**config.mk**
```make
export PLATFORM = sky130hd
export DESIGN_NAME = hcbb_div
export DESIGN_NICKNAME = d
export VERILOG_FILES = /design/src/sv/hcbb_pkg.sv /design/src/sv/hcbb_div.sv
export SDC_FILE = /design/constraint.sdc
export NUM_CORES = 1
export LEC_CHECK = 0
export ABC_AREA = 1
export BUFFER_PORTS_ARGS = -buffer_cell sky130_fd_sc_hd__buf_2
export CORE_AREA = 2 2 202 303
export CTS_CLUSTER_SIZE = 28
export DETAILED_ROUTE_END_ITERATION = 8
export DIE_AREA = 0 0 204 305
export SKIP_CTS_REPAIR_TIMING = 1
export SLEW_MARGIN = 20
export SYNTH_ARGS = -nofsm -noshare
export SYNTH_HDL_FRONTEND = slang
export SYNTH_SLANG_ARGS = --single-unit
```
**constraint.sdc**
```tcl
create_clock -name clock -period 13.5 [get_ports clock]
set_clock_uncertainty 0.05 [all_clocks]
set_input_delay 0.675 -clock clock [delete_from_list [all_inputs] [get_ports clock]]
set_output_delay 0.675 -clock clock [all_outputs]
set_load 0.02 [all_outputs]
```
**src/sv/hcbb_pkg.sv**
```systemverilog
// ----------------------------------------------------------------------------
// hcbb_pkg
// Types and constants shared by the canvas bounding box block.
// ----------------------------------------------------------------------------
package hcbb_pkg;

   localparam int COORD_BITS = 16;
   localparam int IN_BITS    = 48;
   localparam int DIM_BITS   = 13;
   // numerator / w width: 48b * 13b summed three times
   localparam int NUM_BITS   = 64;
   // quotient magnitude bits kept by the divider
   localparam int QUO_BITS   = COORD_BITS + 2;
   localparam int CNT_BITS   = $clog2(QUO_BITS + 1);

   localparam logic signed [COORD_BITS-1:0] CRD_HI = {1'b0, {(COORD_BITS-1){1'b1}}};
   localparam logic signed [COORD_BITS-1:0] CRD_LO = {1'b1, {(COORD_BITS-1){1'b0}}};

   typedef struct packed {
      logic signed [IN_BITS-1:0] h00;
      logic signed [IN_BITS-1:0] h01;
      logic signed [IN_BITS-1:0] h02;
      logic signed [IN_BITS-1:0] h10;
      logic signed [IN_BITS-1:0] h11;
      logic signed [IN_BITS-1:0] h12;
      logic signed [IN_BITS-1:0] h20;
      logic signed [IN_BITS-1:0] h21;
      logic signed [IN_BITS-1:0] h22;
      logic [DIM_BITS-1:0]       image_rows;
      logic [DIM_BITS-1:0]       image_cols;
      logic                      last_image;
   } req_type;

   typedef struct packed {
      logic signed [COORD_BITS-1:0] img_min_x;
      logic signed [COORD_BITS-1:0] img_min_y;
      logic signed [COORD_BITS-1:0] img_max_x;
      logic signed [COORD_BITS-1:0] img_max_y;
      logic [COORD_BITS:0]          span_x;
      logic [COORD_BITS:0]          span_y;
      logic signed [COORD_BITS-1:0] offset_x;
      logic signed [COORD_BITS-1:0] offset_y;
      logic                         bad_projection;
   } rsp_type;

   // divider result toward the sequencer
   typedef struct packed {
      logic                         done;
      logic signed [COORD_BITS-1:0] fl;
      logic signed [COORD_BITS-1:0] ce;
      logic                         bad;
   } div_res_type;

   typedef enum logic [2:0] {
      ST_IDLE,
      ST_MAC,
      ST_DIV,
      ST_FOLD,
      ST_OUT
   } state_type;

endpackage

```
**src/sv/hcbb_div.sv**
```systemverilog
// ----------------------------------------------------------------------------
// hcbb_div
// Restoring divider: floor and ceiling of num / w, clamped to coordinates.
// ----------------------------------------------------------------------------
module hcbb_div
   import hcbb_pkg::*;
(
   input  logic                       clock,
   input  logic                       reset,
   input  logic                       start,
   input  logic signed [NUM_BITS-1:0] num,
   input  logic signed [NUM_BITS-1:0] den,
   output div_res_type                res
);

   logic                busy_ff, busy_in;
   logic [CNT_BITS-1:0] cnt_ff, cnt_in;
   logic [NUM_BITS-1:0] rem_ff, rem_in;     // remaining magnitude
   logic [NUM_BITS-1:0] den_ff, den_in;     // positive divisor
   logic [QUO_BITS-1:0] quo_ff, quo_in;
   logic                neg_ff, neg_in;
   logic                big_ff, big_in;     // quotient too large to track
   logic                fin_ff, fin_in;
   logic                spec_ff, spec_in;   // nonpositive w
   logic signed [COORD_BITS-1:0] sat_ff, sat_in;

   logic [NUM_BITS-1:0] mag;
   logic [NUM_BITS-1:0] trial;
   logic [NUM_BITS-1:0] shf;
   logic signed [QUO_BITS+1:0] qf, qc, qs;
   logic                exact;

   always_comb begin
      mag = num[NUM_BITS-1] ? (~num + 1'b1) : num;
   end

   // one quotient bit a cycle, msb first
   always_comb begin
      busy_in = busy_ff;
      cnt_in  = cnt_ff;
      rem_in  = rem_ff;
      den_in  = den_ff;
      quo_in  = quo_ff;
      neg_in  = neg_ff;
      big_in  = big_ff;
      spec_in = spec_ff;
      sat_in  = sat_ff;
      fin_in  = 1'b0;
      shf     = '0;
      trial   = '0;
      if (start) begin
         busy_in = 1'b1;
         cnt_in  = CNT_BITS'(QUO_BITS);
         rem_in  = mag;
         den_in  = den;
         quo_in  = '0;
         neg_in  = num[NUM_BITS-1];
         spec_in = (den[NUM_BITS-1] || den == '0);
         sat_in  = num[NUM_BITS-1] ? CRD_LO : ((num == '0) ? '0 : CRD_HI);
         // quotient >= 2^QUO_BITS when mag >> QUO_BITS >= den
         big_in  = ((mag >> QUO_BITS) >= den);
      end else if (busy_ff) begin
         if (spec_ff || big_ff || cnt_ff == '0) begin
            busy_in = 1'b0;
            fin_in  = 1'b1;
         end else begin
            shf   = den_ff << (cnt_ff - 1'b1);
            trial = rem_ff - shf;
            if ((rem_ff >> (cnt_ff - 1'b1)) >= den_ff) begin
               rem_in = trial;
               quo_in = quo_ff | (QUO_BITS'(1) << (cnt_ff - 1'b1));
            end
            cnt_in = cnt_ff - 1'b1;
         end
      end
   end

   always_ff @(posedge clock) begin
      if (reset) begin
         busy_ff <= 1'b0;
         fin_ff  <= 1'b0;
      end else begin
         busy_ff <= busy_in;
         fin_ff  <= fin_in;
      end
      cnt_ff  <= cnt_in;
      rem_ff  <= rem_in;
      den_ff  <= den_in;
      quo_ff  <= quo_in;
      neg_ff  <= neg_in;
      big_ff  <= big_in;
      spec_ff <= spec_in;
      sat_ff  <= sat_in;
   end

   // signed floor and ceiling, then clamp
   always_comb begin
      exact = (rem_ff == '0);
      qs = neg_ff ? -$signed({2'b00, quo_ff}) : $signed({2'b00, quo_ff});
      qf = (neg_ff && !exact) ? qs - 1'b1 : qs;
      qc = (!neg_ff && !exact) ? qs + 1'b1 : qs;
      res.done = fin_ff;
      res.bad  = 1'b0;
      if (spec_ff) begin
         res.fl  = sat_ff;
         res.ce  = sat_ff;
         res.bad = 1'b1;
      end else if (big_ff) begin
         res.fl  = neg_ff ? CRD_LO : CRD_HI;
         res.ce  = res.fl;
         res.bad = 1'b1;
      end else begin
         res.fl = qf[COORD_BITS-1:0];
         res.ce = qc[COORD_BITS-1:0];
         if (qf < $signed(CRD_LO)) begin res.fl = CRD_LO; res.bad = 1'b1; end
         if (qf > $signed(CRD_HI)) begin res.fl = CRD_HI; res.bad = 1'b1; end
         if (qc < $signed(CRD_LO)) begin res.ce = CRD_LO; res.bad = 1'b1; end
         if (qc > $signed(CRD_HI)) begin res.ce = CRD_HI; res.bad = 1'b1; end
      end
   end

endmodule

```
==> results.md, run 1 <==
- The post-route netlist has 9.00% of its cells at a drive strength greater than 1.
- The maximum clock frequency is 131 MHz.
- Global routing consumed, on the met1 layer, 34.3% of the routing resources.
- The region available for standard cell placement spans 59700 µm².
- The critical-path maximum fanout is 90.
- The total via count in the routed design is 26.2k.
- The ratio of routed vias to standard cells is 5.66.
- Clock-pin slew was measured on the worst setup and hold paths at 80 ps.
- The total wire length is 105000 µm.
- The accumulated negative setup slack is 0 ps.
- The core utilization of the finished layout is 42.9%.
- The number of placed instances, taps included, is 4595.
- Together, buffers and inverters on the worst path number 5.
- The number of DRC markers in iteration 0 is 2090.
- The startpoint identified for the worst hold timing path is den[7].
- On the worst path, the slowest cell contributes a delay of 840 ps.
- The TritonCTS clock tree is done.
- The slew of the pin with the lowest slew margin is 1130 ps.
- The family with the most delay on the worst path is buffers and inverters.
- In this run the worst setup path begins at cnt_ff[0]$_SDFFE_PP0P_.
- Before antenna repair, the detailed router went through 6 iterations.
- The signal arrival time at the worst endpoint is 7680 ps.
- Entering global routing, the biggest net connects 118 pins.
- The top flip-flop cell by instance count after synthesis is edfxtp_1.
- The clock drives 158 sinks.
- Dividing the detail-routed wire length by the instance count gives 22.7 µm.
- The gate count of the mapped netlist is 3789.
- Summed over all layers, the global routing overflow is 0.
- TritonCTS created 17 clock buffers.
- The clock tree root driver cell is clkbuf_16.
- The overall die width is 204 µm.
- A synthesized cell averages 6.24 µm².
- The area of all placed cells without fillers is 25600 µm².
- From bottom edge to top edge, the die measures 305 µm.
- For the worst-skew pair, the clock arrives at the later sink with an insertion delay of 490 ps.
- The post-detailed-placement half-perimeter wirelength is 88500 µm.
- The startpoint kind of the worst setup timing path is a flip-flop.
- When the netlist entered floorplanning its net count stood at 4102.
- The met2 capacity usage during global routing is 58.4%.
- The share of async-settable or async-resettable flops after synthesis is 0%.
- The number of antenna violations at the first check in global routing came to 3.
- By startpoint and endpoint, the worst setup path is classified as reg2reg.
- The number of buffers added on ports is 164.
- The post-route minimum period is 7630 ps.
- The relative slew slack is 23.6%.
- For this design the static power due to leakage is 11.5 nW.
- The Yosys step of the flow raised 0 warnings.
- The required arrival time at the worst endpoint is 13550 ps.
- The cell type of the slowest stage on the worst timing path is dfxtp_4.
- The setup-violating endpoint count in the final report is 0.
- The flow ran to the end, and the final reports show no timing, DRC or antenna violations.
- The signal on the critical path passes through inv_1 -> buf_4 -> ha_2 -> inv_4 -> buf_4 -> mux2i_1 -> mux2i_1 -> o21ai_0 -> o21ai_0 -> ha_1 -> nand2_1 -> nor3_1 -> o41ai_1 -> nand2_1 -> nand2_1 -> nand2_1 -> nand2_1 -> nand3_1 -> nand2_1 -> nand2_2 -> buf_4.
- Summing the sequential cell areas from Yosys gives 19.0% of the chip area.
- The die area is 62200 µm².
- For this run, design rule violations remaining after detail routing come to 0.
- The number of cells in the finished layout apart from fillers is 4628.
- The longest clock path from root to sink contains 2 buffers.
- The number of nets in the finished design is 4143.
- The number of max-slew violations in the final report was 0.
- The maximum vdd drop is 0.0798 mV.
- The mapped cell area is 23600 µm².
- In this design, the critical path's most frequently occurring cell is nand2_1.
- In this run, distinct cell masters in the synthesized netlist total 62.
- The beginning of the worst register-to-register path is cnt_ff[0]$_SDFFE_PP0P_.
- The sort of element at the end of the critical path is a flip-flop.
- The number of hold violations in the final report is 0.
- 165 I/O pins were placed.
- The final worst-path cycle share is 56.5%.
- Global routing consumed, on the met3 layer, 4.46% of the routing resources.
- Setup repair after global routing left no endpoint under its margin.
- The layer flagged by global routing as most heavily used is met2.
- The area growth from synthesis to layout is 8.34%.
- The aggregate global-route resource usage is 33.3%.
- The class of the worst hold path is in2reg.
- The number of nets with antenna violations after detailed routing is 0.
- The number of global-route vias before repair is 25.0k.
- The placer's final routability congestion estimate is 1.06.
- Power spread over the standard cell area amounts to 122 nW/µm².
- The first-pass GRT wire length is 154000 µm.
- The total of max-cap violations is 0.
- The starting utilization of the core area is 39.6%.
- The post-synthesis register bit count is 158.
- After detailed placement, the total cell area comes to 24900 µm².
- In this run the core area contains 110 standard-cell rows.
- The total number of H-tree levels is 4.
- The number of enable-type register cells in the synthesized netlist is 133.
[worst reg2reg max path: cells and delay by family (launching register included)]
kind | cells | cell delay [ps]
adders and majority gates | 2 | 910
DFF | 1 | 840
muxes | 2 | 520
buffers and inverters | 5 | 2460
AOI/OAI and AO/OA | 3 | 770
and+or+nand+nor | 9 | 1630
[flip-flops by register name, indices dropped and copies added (netlist names)]
| register | cells |
|---|---|
| quo_ff | 18 |
| neg_ff | 1 |
| fin_ff | 1 |
| big_ff | 1 |
| den_ff | 64 |
| sat_ff | 2 |
| rem_ff | 64 |
| cnt_ff | 5 |
| spec_ff | 1 |
| busy_ff | 1 |
[layer usage]
layer	share of wire, %	up-vias
li1	-	12827
met1	36	12056
met2	49	963
met3	5.0	356
met4	10	2
met5	0.0086	-
[synthesized netlist by cell type, types with 5 or more instances]
library cell | instances | share of area [%]
a211oi_1 | 10 | 0.32
a21o_1 | 9 | 0.29
a21oi_1 | 206 | 4.4
a31oi_1 | 18 | 0.48
buf_1 | 35 | 0.56
buf_2 | 21 | 0.44
buf_6 | 6 | 0.29
clkbuf_1 | 97 | 1.5
dfxtp_1 | 25 | 2.1
edfxtp_1 | 133 | 17
ha_1 | 181 | 9.6
inv_1 | 428 | 6.8
inv_2 | 11 | 0.17
mux2i_1 | 167 | 7.1
nand2_1 | 994 | 16
nand2_2 | 21 | 0.56
nand2_4 | 6 | 0.29
nand3_1 | 210 | 4.4
nand3_2 | 15 | 0.64
nand3b_1 | 5 | 0.16
nand4_1 | 43 | 1.1
nor2_1 | 309 | 4.9
nor2_2 | 22 | 0.58
nor2_4 | 5 | 0.24
nor3_1 | 64 | 1.4
nor4_1 | 46 | 1.2
o211ai_1 | 27 | 0.86
o21a_1 | 18 | 0.57
o21ai_0 | 477 | 10
o21bai_1 | 8 | 0.25
o221ai_1 | 5 | 0.19
o22ai_1 | 7 | 0.19
or2_2 | 26 | 0.69
xnor2_1 | 35 | 1.3
xor2_1 | 47 | 1.7
[layout by cell type, fill, tap and decap left out, drive strengths merged, types with 7 or more instances in the layout]
| cell type | synthesis | routed |
|---|---|---|
| buf | 67 | 187 |
| or2 | 27 | 27 |
| o211ai | 27 | 27 |
| edfxtp | 133 | 133 |
| nand4 | 43 | 43 |
| nor3 | 69 | 69 |
| nor2 | 336 | 336 |
| a211oi | 10 | 10 |
| o21ai | 484 | 484 |
| a21o | 9 | 9 |
| xor2 | 47 | 47 |
| clkbuf | 98 | 17 |
| a31oi | 18 | 18 |
| inv | 439 | 442 |
| ha | 181 | 181 |
| nand2 | 1021 | 1021 |
| xnor2 | 35 | 35 |
| dfxtp | 25 | 25 |
| o21a | 18 | 18 |
| o22ai | 7 | 7 |
| o21bai | 8 | 8 |
| nor4 | 46 | 46 |
| nand3 | 225 | 225 |
| clkinv | 2 | 7 |
| mux2i | 167 | 167 |
| a21oi | 206 | 206 |
[stage by stage]
stage | setup slack (ps) | total power, mW | hold WS (ps)
final | 5870 | 3.13 | 330
after global routing | 5270 | 3.33 | 333
after CTS | 5850 | 3.08 | 317
after detailed placement | 5860 | 2.51 | 442
after global placement | 5800 | 2.52 | 433
after floorplan | 7020 | 1.90 | 377
[cells by family after synthesis]
family	count (synthesis)	share of synthesized area, %
multiplexers	167	7.07
AND/OR/NAND/NOR	1781	32.6
flip-flops	158	19.0
buffers and inverters	606	10.1
adder cells (fa/ha/maj)	182	9.67
XOR/XNOR	82	3.04
AO/OA/AOI/OAI	813	18.6
[final timing paths]
kind,endpoint,slack (ps),cells after the start
min reg2reg,fin_ff$_SDFF_PP0_,440,2
max reg2reg,rem_ff[62]$_DFFE_PP_,5870,21
min,den_ff[7]$_DFFE_PP_,330,1
max,rem_ff[62]$_DFFE_PP_,5870,21
[area by class of cell]
type	instances	area, µm²
Antenna cell	1	2.50
Clock buffer	17	425
Clock inverter	15	234
Fill cell	6683	34100
Inverter	441	1660
Multi-Input combinational cell	3025	16800
Sequential cell	158	4500
Tap cell	784	981
Timing Repair Buffer	187	1000
[report_power, final]
group	leakage (nW)	switching (mW)	internal, mW
sequential	1.51	0.0903	0.612
clock	0.317	0.236	0.331
combinational	9.70	1.27	0.588
total	11.5	1.60	1.53
(Power assumes the default switching activity.)
==> run 2, diff against run 1 <==
--- a/config.mk
+++ b/config.mk
@@ -5,12 +5,12 @@
 export SDC_FILE = /design/constraint.sdc
 export NUM_CORES = 1
 export LEC_CHECK = 0
-export ABC_AREA = 1
+export ABC_AREA = 0
 export BUFFER_PORTS_ARGS = -buffer_cell sky130_fd_sc_hd__buf_2
-export CORE_AREA = 2 2 202 303
+export CORE_AREA = 2 2 194 291
 export CTS_CLUSTER_SIZE = 28
 export DETAILED_ROUTE_END_ITERATION = 8
-export DIE_AREA = 0 0 204 305
+export DIE_AREA = 0 0 196 293
 export SKIP_CTS_REPAIR_TIMING = 1
 export SLEW_MARGIN = 20
 export SYNTH_ARGS = -nofsm -noshare
==> constraint.sdc (replaced) <==
create_clock -name clock -period 7.5 [get_ports clock]
set_clock_uncertainty 0.05 [all_clocks]
set_input_delay 0.375 -clock clock [delete_from_list [all_inputs] [get_ports clock]]
set_output_delay 0.375 -clock clock [all_outputs]
set_load 0.02 [all_outputs]
==> results.md, run 2 <==
- The mapped cell area is 21700 µm².
- STA puts the critical path data required time at 7620 ps.
- STA classifies the critical path startpoint as a flip-flop.
- Walking the worst path, the cells encountered are inv_2 -> ha_4 -> buf_4 -> mux2_2 -> o21ai_0 -> o21ai_0 -> o21ai_0 -> nor2_1 -> a21oi_1 -> ha_1 -> nand2b_1 -> a21o_1 -> a21o_1 -> a21o_1 -> a21oi_1 -> o21ai_0 -> a21oi_1 -> nor2_1 -> o211ai_1 -> nand2b_2 -> buf_4.
- After filler insertion, the fill cell instance count of the layout stands at 5670.
- The routed wirelength normalized by instance count is 24.2 µm.
- The combinational group share of total power is 57.7%.
- The area of all placed cells without fillers is 23800 µm².
- In the post-route analysis, the smallest setup slack over all paths is 907 ps.
- The clock net in this run drives a total of 158 sinks.
- The most frequent cell on the critical path is o21ai_0.
- The detailed-routing iteration count for the pre-antenna-repair pass is 8.
- The total via count in the routed design is 21.9k.
- Timing analysis after detailed placement gives a worst setup slack of 982 ps.
- The number of nets in the finished design is 3130.
- After synthesis, flip-flops and latches occupy 20.7% of the total area.
- The final worst-path cycle share is 87.9%.
- By count the netlist is led by nand2_1, o21ai_0, a21oi_1.
- The worst stage delay on the critical path is 710 ps.
- Based on the critical path, the design can be clocked at up to 152 MHz.
- The detail route stage leaves a number of antenna-violating nets equal to 0.
- The number of nets handed over by synthesis was 3067.
- The TritonCTS clock tree is done.
- The die area is 57400 µm².
- The most common cell in the synthesized netlist is nand2_1.
- Counting both buffers and inverters, the worst setup path holds a total of 3.
- The post-route worst hold slack is 33.5 ps.
- The largest registers in the layout are den_ff: 64 flops, rem_ff: 64 flops, quo_ff: 18 flops.
- After detailed routing, the number of vias per cell comes to 6.20.
- In this run the vertical extent of the chip is 293 µm.
- The flow ran to the end, and the final reports show no timing, DRC or antenna violations.
- The top flip-flop cell by instance count after synthesis is edfxtp_1.
- The first-pass GRT wire length is 128000 µm.
- The sort of element at the end of the critical path is a flip-flop.
- The fraction of power consumed by the clock network is 16.6%.
- The core footprint is 54700 µm².
- The most common cell after layout, fill and taps aside is nand2_1.
- For this design the top-level I/O count stands at 165.
- For the worst setup path, the data arrival time is 6710 ps.
- The tool flagged a number of max-cap violations equal to 0.
- Setup repair after global routing left no endpoint under its margin.
- The internal portion of the total power is 2.83 mW.
- The cell leakage power is 10.1 nW.
- Measured along the x axis, the die boundary spans 196 µm.
- The number of enable-type register cells in the synthesized netlist is 133.
- Compared with the post-synthesis result, the final layout area differs by 9.65%.
- The number of global-route vias before repair came to 21.7k.
- In the layout the commonest cells are nand2_1, o21ai_0, a21oi_1, nor2_1, ha_1.
- The slew of the pin with the lowest slew margin is 1330 ps.
- The gate count of the mapped netlist is 2754.
- The placer's final routability congestion estimate is 0.999.
- Counting I/O delays and the setup requirement, the final critical path takes 6590 ps.
- The critical-path maximum fanout is 51.
- The placed instance area is 23200 µm².
- The worst-case IR drop observed on VDD is 0.193 mV.
- The post-layout total power is 5.38 mW.
- In this run the worst hold path is classified as in2reg.
- The number of max-slew violations in the final report is 0.
- The accumulated negative setup slack is 0 ps.
- The proportion of netlist area held by the largest area contributor is 18.4%.
- The total number of H-tree levels is 4.
- The number of buffers added on ports is 164.
- Global routing used 29.5% of the available tracks.
- The number of DRC markers in iteration 0 is 2141.
- The pin count of the biggest net entering global routing is 101.
- The per-instance average area after synthesis is 7.89 µm².
- For this run the aggregate overflow at the end of global routing stands at 0.
- The clock tree buffer depth is 2.
- The register clock-pin slew on the reported worst setup and hold paths is 70 ps.
- The number of remaining DRC errors is 0.
- For this design the ratio of total power to cell area is 226 nW/µm².
- The synthesized netlist contains 80 unique library cells.
- The cell type with the highest aggregate area in the netlist is edfxtp_1.
- Among all stages on the critical path, the largest delay is contributed by ha_4.
- Cells with a size suffix above 1 make up 13.5% of the layout.
- The count of antenna diodes in the layout is 0.
- Net switching is 47.3% of the power.
- For this block, the routed nets add up to 85100 µm of wire.
- Headroom to the max-slew limit came out at 10.7%.
- In this run the register-to-register setup slack is 910 ps.
- The worst setup path is of the reg2reg kind.
- The post-synthesis register bit count is 158.
- The share of async-settable or async-resettable flops after synthesis is 0%.
- The number of hold violations in the final report came to 0.
- The clock insertion delay at the later pin of the skew report is 480 ps.
- The family with the most delay on the worst path is compound AO/OA/AOI/OAI gates.
- Summed over all nets, the switching power comes to 2.55 mW.
- Detailed placement ended at an HPWL of 69300 µm.
- The setup-violating endpoint count in the final report is 0.
- The total of warnings raised by yosys is 0.
- The sequential cell fraction of total power is 25.7%.
- The number of antenna violations at the first check in global routing came to 2.
- The tree is rooted in a clkbuf_16.
- The initial utilization of the core area, before any placement, comes to 39.8%.
- In this run, CTS created clock tree buffers numbering 17.
- By area the synthesized netlist is led by edfxtp_1, ha_1, mux4_2.
- The floorplan has 105 rows.
-- run 2: changes by cell type after synthesis, moves of 33 or more --
cell and delta:
nor2_1 -115, o21ai_0 -250, nand3_1 -154, mux2i_1 -59, a21o_1 +65, nor2b_1 +33
nand2_1 -574, nor3_1 -34, mux4_2 +78, xnor2_1 +89, inv_1 -271, o31ai_1 +37
-- run 2: per-stage QoR --
step,utilization (%),cells
3_5_place_dp,42.5,3493
3_3_place_gp,42.5,3493
4_1_cts,43.6,3524
2_1_floorplan,-,2754
6_report,43.6,3524
5_1_grt,43.6,3524
-- run 2: cell families after synthesis --
kind of cell,count (synthesis),synth area share (%)
simple gates,956,20.6
compound gates,767,22.0
buf+inv,325,5.72
mux,202,13.9
fa+ha+maj,182,10.5
xor+xnor,164,6.61
flops,158,20.7
-- run 2: worst paths after layout --
check,endpoint,depth (start not counted),from
worst max-delay path,rem_ff[4]$_DFFE_PP_,21,cnt_ff[0]$_SDFFE_PP0P_
worst min-delay path,busy_ff$_SDFF_PP0_,2,reset
worst max register to register,rem_ff[4]$_DFFE_PP_,21,cnt_ff[0]$_SDFFE_PP0P_
worst min register to register,fin_ff$_SDFF_PP0_,1,busy_ff$_SDFF_PP0_
-- run 2: cell type report --
class,count,area [µm²],share of cell area [%]
inverters,159,597,2.51
well taps,695,870,3.65
multi-input cells,2271,16100,67.6
repair buffers,210,1200,5.03
flip-flops and latches,158,4500,18.9
clock inverters,13,139,0.583
clock buffers,18,429,1.80
-- run 2: worst register-to-register path, delay by kind of cell, from the launching register on --
kind                     cells  cell delay [ps]
adder cells (fa/ha/maj)      2              950
AND/OR/NAND/NOR              4              510
buffers and inverters        3              950
flip-flops                   1              690
AO/OA/AOI/OAI               11             2670
multiplexers                 1              400
-- run 2: layer usage --
metal,global-route usage [%],wire (µm),vias up,part of all wire (%)
met4,18.0,5230,0,6.1
li1,-,-,10260,-
met3,2.53,3870,201,4.5
met2,51.0,41700,849,49
met5,0,0,-,0
met1,35.5,34300,10548,40
-- run 2: power groups by stage --
stage / logic, mW / clock network [mW] / registers, mW
floorplan: 2.23 / 0 / 1.23
global placement: 3.04 / 0 / 1.38
CTS: 3.06 / 0.910 / 1.36
detailed placement: 3.04 / 0 / 1.38
finish: 3.11 / 0.893 / 1.38
global route: 3.42 / 0.935 / 1.38
